### src/rtl/bba_pkg.sv
// bba_pkg: shared types, constants and helper functions of the bitmap block allocator
// no dependencies; imported by bba_ctrl and bitmap_block_allocator
`default_nettype none

package bba_pkg;

   // sizing of the block map
   localparam int NUM_BLOCKS  = 64;
   localparam int MAP_BYTES   = 8;
   localparam int MAP_BITS    = MAP_BYTES * 8;
   localparam int LIVE_BITS   = (NUM_BLOCKS < MAP_BITS) ? NUM_BLOCKS : MAP_BITS;
   localparam int RESET_COUNT = LIVE_BITS - 1;
   localparam int MAP_AW      = (MAP_BYTES > 1) ? $clog2(MAP_BYTES) : 1;
   localparam int CNT_W       = $clog2(MAP_BITS + 1);
   localparam int COUNT_MAX   = 127;

   // field widths
   localparam int CMD_W   = 2;
   localparam int BLOCK_W = 6;
   localparam int COUNT_W = 7;

   // command codes; the fourth code is a no-op
   typedef enum logic [CMD_W-1:0] {
      CMD_ALLOC = 2'd0,
      CMD_FREE  = 2'd1,
      CMD_INIT  = 2'd2
   } cmd_type;

   // controller states
   typedef enum logic [1:0] {
      ST_FILL,
      ST_IDLE,
      ST_LOOK,
      ST_REPLY
   } bba_state_type;

   // one result word
   typedef struct packed {
      logic [COUNT_W-1:0] free_count;
      logic               alloc_failed;
      logic [BLOCK_W-1:0] granted_block;
   } res_type;

   // bits of map byte row that belong to blocks 1 to NUM_BLOCKS-1
   function automatic logic [7:0] init_byte(input int unsigned row);
      logic [7:0] pat;
      int unsigned blk;
      pat = '0;
      for (int b = 0; b < 8; b++) begin
         blk = row * 8 + b;
         pat[b] = (blk >= 1) && (blk < NUM_BLOCKS);
      end
      return pat;
   endfunction

   // number of set bits in a byte
   function automatic logic [3:0] pop8(input logic [7:0] v);
      logic [3:0] n;
      n = '0;
      for (int b = 0; b < 8; b++) begin
         n = n + {3'd0, v[b]};
      end
      return n;
   endfunction

   // position of the lowest set bit of a byte
   function automatic logic [2:0] lowest_set(input logic [7:0] v);
      logic [2:0] pos;
      pos = '0;
      for (int b = 7; b >= 0; b--) begin
         if (v[b]) begin
            pos = 3'(b);
         end
      end
      return pos;
   endfunction

endpackage

`default_nettype wire

### src/rtl/bba_ram.sv
// bba_ram: generic single-write, single-read synchronous memory, registered read data
// no dependencies
`default_nettype none

module bba_ram #(
   parameter int DEPTH = 8,
   parameter int WIDTH = 8,
   parameter int AW    = (DEPTH > 1) ? $clog2(DEPTH) : 1
) (
   input  wire logic             clock,
   input  wire logic             wr_en,
   input  wire logic [AW-1:0]    wr_addr,
   input  wire logic [WIDTH-1:0] wr_data,
   input  wire logic             rd_en,
   input  wire logic [AW-1:0]    rd_addr,
   output logic      [WIDTH-1:0] rd_data
);

   logic [WIDTH-1:0] mem_ff [DEPTH];
   logic [WIDTH-1:0] rd_data_ff;

   // write port
   always_ff @(posedge clock) begin
      if (wr_en) begin
         mem_ff[wr_addr] <= wr_data;
      end
   end

   // read port, registered read data
   always_ff @(posedge clock) begin
      if (rd_en) begin
         rd_data_ff <= mem_ff[rd_addr];
      end
   end

   assign rd_data = rd_data_ff;

endmodule

`default_nettype wire

### src/rtl/bba_ctrl.sv
// bba_ctrl: sequencer that scans and updates the free map byte by byte and keeps the count
// depends on bba_pkg; drives the map memory bba_ram
`default_nettype none

module bba_ctrl
   import bba_pkg::*;
(
   input  wire logic               clock,
   input  wire logic               reset,
   // request word
   input  wire logic               req_valid,
   output logic                    req_ready,
   input  wire logic [CMD_W-1:0]   req_cmd,
   input  wire logic [BLOCK_W-1:0] req_index,
   // map memory
   output logic                    wr_en,
   output logic [MAP_AW-1:0]       wr_addr,
   output logic [7:0]              wr_data,
   output logic                    rd_en,
   output logic [MAP_AW-1:0]       rd_addr,
   input  wire logic [7:0]         rd_data,
   // finished result
   output logic                    res_valid,
   input  wire logic               res_ready,
   output res_type                 res
);

   localparam logic [MAP_AW-1:0] LAST_ADDR = MAP_AW'(MAP_BYTES - 1);

   bba_state_type        state_ff, state_in;
   logic [MAP_AW-1:0]    addr_ff, addr_in;
   cmd_type              cmd_ff, cmd_in;
   logic [BLOCK_W-1:0]   idx_ff, idx_in;
   logic [CNT_W-1:0]     cnt_ff, cnt_in;
   res_type              res_ff, res_in;

   logic                 req_fire;
   logic                 look_done;
   logic                 last_byte;
   logic                 free_in_range;
   logic [MAP_AW-1:0]    free_addr;
   logic [7:0]           free_mask;
   logic [7:0]           init_pat;
   logic [2:0]           low_pos;
   logic [COUNT_W-1:0]   count_sat;

   assign req_ready     = (state_ff == ST_IDLE);
   assign req_fire      = req_valid && req_ready;
   assign last_byte     = (addr_ff == LAST_ADDR);
   assign free_in_range = (9'(idx_ff) < 9'(LIVE_BITS));
   assign free_addr     = MAP_AW'(idx_ff[BLOCK_W-1:3]);
   assign free_mask     = 8'(1) << idx_ff[2:0];
   assign init_pat      = init_byte(int'(addr_ff));
   assign low_pos       = lowest_set(rd_data);
   assign count_sat     = (int'(cnt_ff) > COUNT_MAX) ? COUNT_W'(COUNT_MAX) : COUNT_W'(cnt_ff);
   assign res_valid     = (state_ff == ST_REPLY);
   assign res           = res_ff;

   // datapath and memory control
   always_comb begin
      wr_en     = 1'b0;
      wr_addr   = addr_ff;
      wr_data   = rd_data;
      rd_en     = 1'b0;
      rd_addr   = addr_ff + MAP_AW'(1);
      addr_in   = addr_ff;
      cmd_in    = cmd_ff;
      idx_in    = idx_ff;
      cnt_in    = cnt_ff;
      res_in    = res_ff;
      look_done = 1'b0;
      unique case (state_ff)
         ST_FILL: begin
            // reset pass writes the initial free pattern
            wr_en   = 1'b1;
            wr_data = init_pat;
            addr_in = last_byte ? '0 : addr_ff + MAP_AW'(1);
         end
         ST_IDLE: begin
            if (req_fire) begin
               cmd_in  = cmd_type'(req_cmd);
               idx_in  = req_index;
               rd_en   = 1'b1;
               rd_addr = (cmd_type'(req_cmd) == CMD_FREE) ?
                         MAP_AW'(req_index[BLOCK_W-1:3]) : '0;
               addr_in = rd_addr;
            end
         end
         ST_LOOK: begin
            res_in.granted_block = '0;
            res_in.alloc_failed  = 1'b0;
            case (cmd_ff)
               CMD_ALLOC: begin
                  if (rd_data != 8'd0) begin
                     wr_en   = 1'b1;
                     wr_data = rd_data & ~(8'(1) << low_pos);
                     cnt_in  = cnt_ff - CNT_W'(1);
                     res_in.granted_block = BLOCK_W'({addr_ff, low_pos});
                     look_done = 1'b1;
                  end else if (last_byte) begin
                     res_in.alloc_failed = 1'b1;
                     look_done = 1'b1;
                  end else begin
                     // read ahead the next byte
                     rd_en   = 1'b1;
                     addr_in = addr_ff + MAP_AW'(1);
                  end
               end
               CMD_INIT: begin
                  wr_en   = 1'b1;
                  wr_data = rd_data | init_pat;
                  cnt_in  = cnt_ff + CNT_W'(pop8(init_pat & ~rd_data));
                  if (last_byte) begin
                     look_done = 1'b1;
                  end else begin
                     rd_en   = 1'b1;
                     addr_in = addr_ff + MAP_AW'(1);
                  end
               end
               CMD_FREE: begin
                  if (free_in_range) begin
                     wr_en   = 1'b1;
                     wr_addr = free_addr;
                     wr_data = rd_data | free_mask;
                     if ((rd_data & free_mask) == 8'd0) begin
                        cnt_in = cnt_ff + CNT_W'(1);
                     end
                  end
                  look_done = 1'b1;
               end
               default: begin
                  look_done = 1'b1;
               end
            endcase
         end
         ST_REPLY: begin
            addr_in = '0;
         end
         default: begin
         end
      endcase
      // result word count follows the updated counter
      res_in.free_count = (int'(cnt_in) > COUNT_MAX) ? COUNT_W'(COUNT_MAX) : COUNT_W'(cnt_in);
   end

   // next state
   always_comb begin
      state_in = state_ff;
      unique case (state_ff)
         ST_FILL:  if (last_byte) state_in = ST_IDLE;
         ST_IDLE:  if (req_fire) state_in = ST_LOOK;
         ST_LOOK:  if (look_done) state_in = ST_REPLY;
         ST_REPLY: if (res_ready) state_in = ST_IDLE;
         default:  state_in = ST_IDLE;
      endcase
   end

   // control registers
   always_ff @(posedge clock) begin
      if (reset) begin
         state_ff <= ST_FILL;
         addr_ff  <= '0;
         cnt_ff   <= CNT_W'(RESET_COUNT);
      end else begin
         state_ff <= state_in;
         addr_ff  <= addr_in;
         cnt_ff   <= cnt_in;
      end
   end

   // payload registers
   always_ff @(posedge clock) begin
      cmd_ff <= cmd_in;
      idx_ff <= idx_in;
      res_ff <= res_in;
   end

`ifndef ASSERT_OFF
   // the exact count never exceeds the map size
   a_count_bound: assert property (@(posedge clock) disable iff (reset)
      int'(cnt_ff) <= MAP_BITS)
      else $error("free count above map size");

   // a read-ahead never targets the byte being written
   a_no_rw_clash: assert property (@(posedge clock) disable iff (reset)
      (wr_en && rd_en) |-> (wr_addr != rd_addr))
      else $error("read and write to the same map byte");

   // a failed alloc only happens on an empty map
   a_fail_empty: assert property (@(posedge clock) disable iff (reset)
      (state_ff == ST_REPLY && res_ff.alloc_failed) |-> (cnt_ff == '0))
      else $error("alloc failed with free blocks left");

   // a reply carries the current count
   a_reply_count: assert property (@(posedge clock) disable iff (reset)
      (state_ff == ST_REPLY) |-> (res_ff.free_count == count_sat))
      else $error("reply count out of step");
`endif

endmodule

`default_nettype wire

### src/rtl/bitmap_block_allocator.sv
// bitmap_block_allocator: top level, lowest-free-block allocator over a byte-wide free map
// depends on bba_pkg, bba_ram and bba_ctrl
//
//   channel  ports      tdata (low bit up)                      tuser
//   request  req_*      block_index[5:0], zeros[7:6]            cmd[1:0]
//   result   rsp_*      granted_block[5:0], free_count[12:6],   alloc_failed
//                       zeros[15:13]
//
// an item enters through the idle state, is scanned in the map (one map byte per
// cycle through the single read port; alloc stops at the first nonzero byte, init
// always visits every byte, free takes one), then passes the reply state to the
// output register.
// after reset a pass over all MAP_BYTES map bytes writes the initial map; req_tready is low then.
// a new word is taken while the previous result still waits in the output register;
// a result stalled behind it holds the sequencer in its reply state.
`default_nettype none

module bitmap_block_allocator
   import bba_pkg::*;
(
   input  wire logic        clock,
   input  wire logic        reset,
   input  wire logic        req_tvalid,
   output logic             req_tready,
   input  wire logic [7:0]  req_tdata,   // block_index[5:0], pad[7:6]
   input  wire logic [1:0]  req_tuser,   // cmd[1:0]
   output logic             rsp_tvalid,
   input  wire logic        rsp_tready,
   output logic [15:0]      rsp_tdata,   // granted_block[5:0], free_count[12:6], pad[15:13]
   output logic             rsp_tuser    // alloc_failed
);

   logic              wr_en;
   logic [MAP_AW-1:0] wr_addr;
   logic [7:0]        wr_data;
   logic              rd_en;
   logic [MAP_AW-1:0] rd_addr;
   logic [7:0]        rd_data;
   logic              res_valid;
   logic              res_ready;
   res_type           res;

   logic              rsp_valid_ff, rsp_valid_in;
   res_type           rsp_ff;

   // sequencer
   bba_ctrl u_ctrl (
      .clock     (clock),
      .reset     (reset),
      .req_valid (req_tvalid),
      .req_ready (req_tready),
      .req_cmd   (req_tuser),
      .req_index (req_tdata[BLOCK_W-1:0]),
      .wr_en     (wr_en),
      .wr_addr   (wr_addr),
      .wr_data   (wr_data),
      .rd_en     (rd_en),
      .rd_addr   (rd_addr),
      .rd_data   (rd_data),
      .res_valid (res_valid),
      .res_ready (res_ready),
      .res       (res)
   );

   // free map storage
   bba_ram #(
      .DEPTH (MAP_BYTES),
      .WIDTH (8),
      .AW    (MAP_AW)
   ) u_map (
      .clock   (clock),
      .wr_en   (wr_en),
      .wr_addr (wr_addr),
      .wr_data (wr_data),
      .rd_en   (rd_en),
      .rd_addr (rd_addr),
      .rd_data (rd_data)
   );

   // output register
   assign res_ready    = !rsp_valid_ff || rsp_tready;
   assign rsp_valid_in = (res_valid && res_ready) || (rsp_valid_ff && !rsp_tready);

   always_ff @(posedge clock) begin
      if (reset) begin
         rsp_valid_ff <= 1'b0;
      end else begin
         rsp_valid_ff <= rsp_valid_in;
      end
   end

   always_ff @(posedge clock) begin
      if (res_valid && res_ready) begin
         rsp_ff <= res;
      end
   end

   assign rsp_tvalid = rsp_valid_ff;
   assign rsp_tdata  = {3'd0, rsp_ff.free_count, rsp_ff.granted_block};
   assign rsp_tuser  = rsp_ff.alloc_failed;

endmodule

`default_nettype wire
### config.mk
export PLATFORM = sky130hd
export DESIGN_NAME = bitmap_block_allocator
export DESIGN_NICKNAME = d
export VERILOG_FILES = /design/src/rtl/bba_pkg.sv /design/src/rtl/bba_ram.sv /design/src/rtl/bba_ctrl.sv /design/src/rtl/bitmap_block_allocator.sv
export SDC_FILE = /design/constraint.sdc
export NUM_CORES = 1
export LEC_CHECK = 0
export BUFFER_PORTS_ARGS = -buffer_cell sky130_fd_sc_hd__buf_2
export CAP_MARGIN = 20
export CORE_UTILIZATION = 50
export CTS_BUF_LIST = sky130_fd_sc_hd__clkbuf_2
export DETAILED_ROUTE_END_ITERATION = 12
export GPL_ROUTABILITY_DRIVEN = 0
export PLACE_DENSITY_LB_ADDON = 0.2
export SLEW_MARGIN = 20
export SYNTH_ARGS = -nofsm -noshare
export SYNTH_HDL_FRONTEND = slang
export SYNTH_SLANG_ARGS = --single-unit
export TNS_END_PERCENT = 30
### constraint.sdc
create_clock -name clock -period 10.1 [get_ports clock]
set_input_delay 2.02 -clock clock [delete_from_list [all_inputs] [get_ports clock]]
set_output_delay 2.02 -clock clock [all_outputs]
set_load 0.02 [all_outputs]
Word-level counts from Yosys, hierarchy flattened
Memories as Yosys holds them, arrays and structs flattened. A register that Yosys moved wholly into a read port is not among the register bits.
Cells that the tools add are included.
W data, S select, Z words.

word-level totals
  flip-flop bits (word level) = 49
  bits of input ports = 14
  output and inout port bits = 19
  RAM bits = 64
  memories kept = 1

memory list
  name          depth  bits a word  rd ports  clocked after Yosys merged registers in  write ports  line           RTL
  u_map.mem_ff  8      8            1         1                                        1            bba_ram.sv:19  logic [WIDTH-1:0] mem_ff [DEPTH];

cells by class
  shift operators = 2
  equal/unequal tests = 13
  multiplexer cells = 45
  magnitude comparators = 16
  bitwise gates (word level) = 8
  add/sub/neg operators = 18
  reduce and logical (&&, ||, !) cells = 25

operator list
  cell                   number
  $ge A32 B1 Y1 const B  7
  $lt A32 B7 Y1 const B  7
  $mux W3                17
  $add A6 B3 Y7 const B  4
  $add A4 B1 Y4          6
  $and A8 B8 Y8          3
  $pmux W8 S3            1
  $mux W7                3
  $pmux W7 S3            1
  $not A8 Y8             2
  $or A8 B8 Y8           2
  $pmux W8 S2            1
  $shl A1 B3 Y8 const A  2
  $add A6 B2 Y7 const B  2
  $pmux W3 S4            1
  $logic_and A1 B1 Y1    11
  $pmux W1 S2            5
  $mux W1                9
  $logic_not A8 Y1       1
  $mux W2                4
  $mux W8                1
  $pmux W2 S4            1
  $reduce_bool A8 Y1     1
  $add A6 B1 Y7 const B  1
  other kinds (22)       34

Depth between registers and ports, before layout
Gate-level depths: netlist of run 1.

  word-level depth = 14
  mapped depth = 17
  gate-level depth less buffers = 17

Cells and area by module
From an unflattened synthesis of run 1, not the netlist that was laid out.

second synthesis, totals
  cell total of the unflattened synthesis = 443
  area, all modules = 5999.5 µm²

modules (own cells, without submodules)
  module                  area each (µm²)  sequential area each (µm²)  cells each  times used
  bba_ram                 2771.4           2162.1                      114         1
  bba_ctrl                2726.4           830.8                       306         1
  bitmap_block_allocator  501.7            440.4                       23          1

Worst setup path after synthesis of run 1
No wires, ideal clock.

  path kind = reg-to-reg
  from = register u_ctrl.addr_ff[0]
  to = register u_ctrl.cnt_ff[4]
  buffers on the path = 0
  arrival time = 3.812 ns
  cell stages (with the launch flop) = 18
  library setup time = 0.124 ns
  path slack = 6.163 ns
  cell sequence = dfxtp_1 or3_1 nor2b_1 ha_1 inv_1 fa_1 inv_1 fa_1 inv_1 fa_1 inv_1 fa_1 a21o_1 a21oi_1 nor3_1 a21oi_1 o21ai_0 a2111o_1

on the way
  word-level cells in the longest chain between the ends = 14
  elaborated cells between the ends (all ways) = 42

ends and longest elaborated chain
  item                                                   line             RTL
  start, declared                                        bba_ctrl.sv:31   logic [MAP_AW-1:0] addr_ff, addr_in;
  start signal, assigned                                 bba_ctrl.sv:166  addr_ff <= addr_in;
  $add A6 B1 Y7                                          bba_pkg.sv:50    blk = row * 8 + b;
  $ge A32 B1 Y1 / $lt A32 B7 Y1 (equally long branches)  bba_pkg.sv:51    pat[b] = (blk >= 1) && (blk < NUM_BLOCKS);
  $logic_and A1 B1 Y1                                    bba_pkg.sv:51
  $and A8 B8 Y8 *                                        bba_ctrl.sv:112  cnt_in = cnt_ff + CNT_W'(pop8(init_pat & ~rd_data));
  $add A1 B1 Y2                                          bba_pkg.sv:61    n = n + {3'd0, v[b]};
  $add A4 B1 Y4 (5 in series)                            bba_pkg.sv:61
  $add A4 B1 Y4 *                                        bba_pkg.sv:61
  $add A7 B4 Y7 *                                        bba_ctrl.sv:112
  $pmux W7 S3 *                                          bba_ctrl.sv:92   case (cmd_ff)
  $mux W7 *                                              bba_ctrl.sv:72   unique case (state_ff)
  end signal, assigned                                   bba_ctrl.sv:163  cnt_ff <= CNT_W'(RESET_COUNT);
  end signal, assigned                                   bba_ctrl.sv:167  cnt_ff <= cnt_in;
  end, declared                                          bba_ctrl.sv:34   logic [CNT_W-1:0] cnt_ff, cnt_in;

Every way passes the cells marked *; elsewhere a longest branch is shown, timed or not.
A chain may end at the register's enable or synchronous reset.

Final worst setup path of run 1
Ends and elaborated chain as after synthesis.

==> flow_summary_export.csv, run 1 <==
group,metric,value,unit
worst_setup_path,critPathLaunch,"u_ctrl.addr_ff[0]",
finish,fillCellCount,1014,
detailed_routing,wl_per_cell,18.4,µm
sta,finalSetupViolCount,0,
synthesis,ys_seq_elements,121,
finish,drive_gt1_share,14.4,%
power_and_ir_drop,total_power,1.62,mW
sta,finalHoldViolCount,0,
worst_setup_path,r2r-start,"u_ctrl.addr_ff[0]",
grt,top_usage_layer,"met2",
power_and_ir_drop,intPower,0.992,mW
sta,final.setup.tns,0,ps
synthesis,syn_area_per_cell,11.2,µm²
clocking,clockRootBuffer,"clkbuf_2",
synthesis,yosysTopAreaCell,"edfxtp_1",
grt,grt.total_usage,22.5,%
clocking,insertion_delay,720,ps
sta,fin_skew,56.3,ps
grt,grt_use_met3,5.83,%
die,io_pins,33,
clocking,h-tree-depth,4,
synthesis,synth_edf_count,101,
worst_hold_path,hp-start,"u_ctrl.res[8]",
grt,grt_pass1_wl,21.1,mm
worst_setup_path,arrival,4970,ps
sta,rsz0062_at_grt,"no",
sta,final.period_utilization,43.5,%
die,initial_utilization,52.3,%
grt,met2_usage,37.0,%
grt,overflow,0,
flow_run,max-cap-violations,0,
synthesis,yosys-top-cells-count,"edfxtp_1 (101), nand2_1 (76), nor2_1 (42)",
detailed_routing,antenna_left,0,
synthesis,ys_warn_count,0,
sta,tightest_slew,1090,ps
die,dieWidth,112,µm
placed_design,portBuffers,27,
power_and_ir_drop,switching_share,38.8,%
clocking,cts_inserted_buffers,17,
synthesis,yosys.cell_types.count,68,
synthesis,synth_top_cell_area_share,49.7,%
finish,syn_to_final_growth,6.89,%
detailed_routing,drcViolationCount,0,
clocking,cts_setup_buffers,0,
synthesis,ys.flop_type,"edfxtp_1",
clocking,cts_resized,0,
placed_design,hpwl,8.76,mm
detailed_routing,first_pass_iters,5,
synthesis,synth_area_leaders,"edfxtp_1 (50%), dfxtp_1 (6.6%), nand2_1 (4.7%)",
synthesis,ys_seq_area_share,56.3,%
finish,antenna_cells,0,
clocking,cts.sinks,121,
die,dieArea,12700,µm²
synthesis,yosysMostFrequentCell,"edfxtp_1",
worst_setup_path,start_kind,"register",
detailed_routing,route.vias.total,4268,
detailed_routing,drt_iter0_drc,288,
power_and_ir_drop,pwr-share-seq,41.1,%
power_and_ir_drop,pwr-share-comb,41.3,%
synthesis,syn-cell-area,6100,µm²
detailed_routing,avgViaCountPerCell,5.93,
synthesis,synth_cells,543,
detailed_routing,wl,13.2,mm
power_and_ir_drop,ir_drop,0.159,mV
grt,grt_pass1_vias,4155,
worst_setup_path,critPathSlowestCell,"fa_1",
worst_setup_path,worstPathRequired,10670,ps
clocking,cts_tree,"yes",
worst_setup_path,worstPathCellList,"or3_1 > nor2b_1 > ha_1 > inv_1 > fa_1 > inv_1 > fa_1 > inv_1 > fa_1 > inv_1 > fa_1 > a21o_1 > a21oi_1 > nor3_1 > a21oi_1 > o21ai_0 > a2111o_1",
worst_setup_path,critical_path_buf_inv_count,4,
worst_setup_path,cp-end-kind,"register",
clocking,post_cts_hold_buffer_count,0,
die,die_y,112,µm
sta,fmax,228,MHz
clocking,clkSlewWorstSetupHoldPaths,180,ps
power_and_ir_drop,leakage,2.33,nW
grt,grt_use_met1,27.7,%
power_and_ir_drop,netSwitchingPower,0.630,mW
status,outcome,"finished, final reports clean",
grt,grt_max_degree,33,
worst_setup_path,crit_family,"adder cells",
worst_setup_path,cp_max_fo,8,
finish,final_util,55.9,%
synthesis,synthArstFlopShare,0,%
worst_setup_path,critical_path_class,"reg2reg",
power_and_ir_drop,clkPwrFrac,17.6,%
sta,fin_crit,4390,ps
finish,nets,608,
sta,drv_slew,0,
sta,slew_headroom,27.0,%
worst_setup_path,critPathMaxStageDelay,470,ps
worst_hold_path,hold_class,"reg2reg",
clocking,clockBufferDepth,2,
die,fp.coreArea,11700,µm²
grt,antenna_found_initial,0,
power_and_ir_drop,power_density,249,nW/µm²
die,rows,39,
-- power by group through the flow --
stage | clock network, mW | registers [mW] | logic [mW]
detailed placement | 0 | 0.678 | 0.665
floorplan | 0 | 0.667 | 0.506
finish | 0.286 | 0.667 | 0.669
CTS | 0.293 | 0.667 | 0.669
global placement | 0 | 0.676 | 0.652
global route | 0.312 | 0.672 | 0.743
-- cell type report --
cell class,instances,area (µm²),share of cell area [%]
Clock buffer,19,95.1,1.46
Clock inverter,10,106,1.63
Inverter,29,109,1.67
Multi-Input combinational cell,366,2430,37.2
Sequential cell,121,3430,52.6
Tap cell,143,179,2.74
Timing Repair Buffer,32,173,2.65
-- worst paths after layout --
| kind | to | slack (ps) | cells past startpoint |
|---|---|---|---|
| max | u_ctrl.cnt_ff[4] | 5710 | 17 |
| min reg2reg | rsp_tdata[7] | 420 | 0 |
| max reg2reg | u_ctrl.cnt_ff[4] | 5710 | 17 |
| min | rsp_tdata[7] | 420 | 0 |
-- metal layers --
metal  vias to the layer above  part of all wire [%]
met5                         -                     0
li1                       2053                     -
met2                       163                    48
met3                        23                   6.5
met4                         0                   2.4
met1                      2029                    43
-- registers in the layout (all words and copies together) (netlist names) --
register,flops
u_map.rd_data,8
u_ctrl.addr_ff,3
u_ctrl.idx_ff,6
u_map.mem_ff,64
u_ctrl.res,14
rsp_tvalid,1
u_ctrl.state_ff,2
u_ctrl.cmd_ff,2
rsp_tdata,13
rsp_tuser,1
u_ctrl.cnt_ff,7
-- logic make-up (layout without fill, tap and decap cells) --
logic type / count (synthesis) / after routing / share of synthesized area [%]
mux: 16 / 16 / 3.05
xor+xnor: 3 / 3 / 0.431
compound gates: 127 / 127 / 15.4
simple gates: 190 / 190 / 14.4
flops: 121 / 121 / 56.3
buf+inv: 58 / 90 / 4.24
fa+ha+maj: 27 / 27 / 6.15
other cells: 1 / 3 / 0.0614
-- through the flow --
step / instances / setup slack [ps] / hold slack (ps) / instance area (µm²)
6_report: 720 / 5710 / 423 / 6520
5_1_grt: 720 / 5450 / 441 / 6520
4_1_cts: 720 / 5730 / 423 / 6520
3_5_place_dp: 691 / 5790 / 389 / 6320
3_3_place_gp: 691 / 5800 / 388 / 6320
2_1_floorplan: 545 / 6160 / 386 / 6110
-- cells in the final DEF (no fill, tap or decap), types with 3 or more instances in the layout --
master    count
a31o_2        9
clkinv_1      4
o211ai_1      4
nor2_1       42
buf_4         5
o21ai_0      23
nand3_1      21
a211o_1       3
o221ai_1      4
or3_1         3
a211oi_1     16
mux2i_1       9
a21oi_1      18
and2_1        6
nand2b_1      6
dfxtp_1      20
and3_1        3
nor2b_1       8
nand2_1      76
clkbuf_2     19
buf_2        27
a21o_1        5
nor3_1        8
clkinv_2      3
inv_1        27
a31oi_1       9
a311oi_1      8
edfxtp_1    101
conb_1        3
ha_1         22
and2_0        4
fa_1          5
Power figures use the tool's default switching activity.
==> run 2, diff against run 1 <==
==> constraint.sdc (replaced) <==
create_clock -name clock -period 4.36 [get_ports clock]
set_input_delay 0.872 -clock clock [delete_from_list [all_inputs] [get_ports clock]]
set_output_delay 0.872 -clock clock [all_outputs]
set_load 0.02 [all_outputs]
==> run 2 against run 1 <==
  * Worst setup slack lost 5500 ps
  * Utilization rose by 0.63 points
  * Sequential power rose by 130%
  * Cell area up 1.1%
  * Cell count grew 0.97%
  * Combinational power up 140%
  * Critical path depth stayed put
  * Fmax grew 5.9%
  * Routed wire length shrank 4.4%
==> flow_summary_export.csv, run 2 (same netlist as run 1, synthesis figures left out) <==
group,metric,value,unit
die,initial_utilization,52.3,%
finish,drive_gt1_share,15.9,%
sta,final.setup.tns,0,ps
placed_design,dpl_cell_area,6340,µm²
clocking,insertion_delay,690,ps
power_and_ir_drop,pwr-share-comb,41.3,%
finish,largest_reg_flops,64,
worst_setup_path,critical_path_buf_inv_count,4,
status,outcome,"finished, final reports clean",
worst_setup_path,critPathSlowestCell,"fa_1",
finish,final_cell_mix,"edfxtp_1 (101), nand2_1 (76), nor2_1 (42)",
sta,finalSetupViolCount,0,
clocking,clockRootBuffer,"clkbuf_2",
grt,grt_pass1_vias,4044,
detailed_routing,route.vias.total,4252,
power_and_ir_drop,intPower,2.33,mW
power_and_ir_drop,ir_drop,0.395,mV
worst_setup_path,cp-end-kind,"register",
detailed_routing,wl,12.6,mm
grt,grt_pass1_wl,20.0,mm
die,dieArea,12700,µm²
clocking,cts_inserted_buffers,17,
clocking,h-tree-depth,4,
finish,final_area,6600,µm²
die,die_y,112,µm
worst_setup_path,worstPathRequired,4940,ps
sta,finalHoldViolCount,0,
flow_run,max-cap-violations,0,
detailed_routing,drt_iter0_drc,305,
placed_design,portBuffers,27,
power_and_ir_drop,pwr-share-seq,40.1,%
worst_setup_path,crit_family,"adder cells",
finish,syn_to_final_growth,8.10,%
worst_setup_path,worstPathCellList,"or3_1 > nor2b_1 > ha_1 > inv_1 > fa_1 > inv_1 > fa_1 > inv_1 > fa_1 > inv_1 > fa_1 > a21o_1 > a21oi_2 > nor3_1 > a21oi_1 > o21ai_0 > a2111o_1",
clocking,post_cts_hold_buffer_count,0,
die,io_pins,33,
detailed_routing,drcViolationCount,0,
sta,drv_slew,0,
sta,fin_crit,4150,ps
grt,antenna_found_initial,0,
worst_setup_path,critPathMaxStageDelay,470,ps
sta,slew_headroom,41.0,%
sta,tightest_slew,885,ps
power_and_ir_drop,leakage,2.37,nW
die,fp.coreArea,11700,µm²
sta,final.period_utilization,95.2,%
power_and_ir_drop,netSwitchingPower,1.49,mW
die,dieWidth,112,µm
clocking,clkSlewWorstSetupHoldPaths,190,ps
clocking,cts.sinks,121,
finish,mostFrequentLayoutCell,"edfxtp_1",
finish,antenna_cells,0,
sta,rsz0062_at_grt,"no",
finish,regArea,3430,µm²
clocking,clockBufferDepth,2,
worst_setup_path,start_kind,"register",
detailed_routing,avgViaCountPerCell,5.85,
grt,grt_max_degree,33,
worst_hold_path,hold_class,"in2reg",
worst_setup_path,arrival,4730,ps
worst_setup_path,critical_path_class,"reg2reg",
clocking,cts_tree,"yes",
detailed_routing,antenna_left,0,
detailed_routing,first_pass_iters,5,
finish,multi_input_area,2430,µm²
sta,fmax,241,MHz
sta,fin_skew,38.8,ps
finish,fillCellCount,968,
grt,grt.total_usage,21.1,%
finish,largest_register,"u_map.mem_ff",
placed_design,hpwl,8.83,mm
finish,nets,613,
grt,overflow,0,
power_and_ir_drop,power_density,580,nW/µm²
power_and_ir_drop,switching_share,39.0,%
detailed_routing,wl_per_cell,17.4,µm
power_and_ir_drop,clkPwrFrac,18.5,%
die,rows,39,
worst_setup_path,cp_max_fo,5,
==> run 2: changes by cell type in the layout (fill, tap and decap cells not counted), sizes merged <==
cell      previous run  this run
inv                 27        30
clkinv               8        10
buf                 32        37
clkinvlp             2         1
clkbuf              19        17
==> run 2: repair_timing <==
action,CTS,global route
setup endpoints to repair,0,2
gates resized for setup,0,1
setup buffers,0,2
==> run 2: path summary, 6_finish.rpt <==
kind	from	end	slack (ps)	cells after the start
setup reg to reg	u_ctrl.addr_ff[1]	u_ctrl.cnt_ff[4]	210	17
hold / removal	req_tdata[1]	u_ctrl.idx_ff[1]	340	1
hold reg to reg	u_ctrl.res[11]	rsp_tdata[10]	430	0
setup / recovery	u_ctrl.addr_ff[1]	u_ctrl.cnt_ff[4]	210	17
==> run 2: per-stage QoR <==
step                      setup WS (ps)  hold slack [ps]  total power [mW]  instances  utilization [%]
after global placement              177              386              3.08        694             54.4
after detailed placement            137              389              3.12        694             54.4
after global routing               4.47              249              4.05        727             56.6
after floorplan                     423              386              2.72        545                -
final                               209              343              3.83        727             56.6
after CTS                           122              291              3.83        725             56.4
==> run 2: final cells by class <==
type,count,area share (%)
tap,143,2.71
inverter,29,1.65
timing repair buffer,37,3.19
clock inverter,14,2.26
clock buffer,17,1.29
sequential,121,52.0
multi-input combinational,366,36.9
==> run 2: metal layers <==
layer / vias up / part of all wire (%) / track usage [%]
met5: - / 0 / 0
met4: 0 / 2.7 / 10.3
met3: 32 / 6.0 / 5.99
met2: 150 / 47 / 33.8
met1: 2002 / 44 / 26.4
li1: 2068 / - / -
==> run 2: power groups by stage <==
| stage | clock network [mW] | registers, mW | logic (mW) |
|---|---|---|---|
| finish | 0.710 | 1.54 | 1.58 |
| global route | 0.770 | 1.55 | 1.73 |
| CTS | 0.723 | 1.53 | 1.57 |
| detailed placement | 0 | 1.56 | 1.56 |
| global placement | 0 | 1.56 | 1.53 |
| floorplan | 0 | 1.55 | 1.17 |
==> run 2: worst reg2reg max path: stages, from the launching register on <==
cell and delay [ps]:
dfxtp_1 390, or3_1 390, nor2b_1 150, ha_1 260
inv_1 90, fa_1 410, inv_1 70, fa_1 180
inv_1 60, fa_1 470, inv_1 70, fa_1 430
a21o_1 210, a21oi_2 220, nor3_1 70, a21oi_1 130
o21ai_0 110, a2111o_1 350
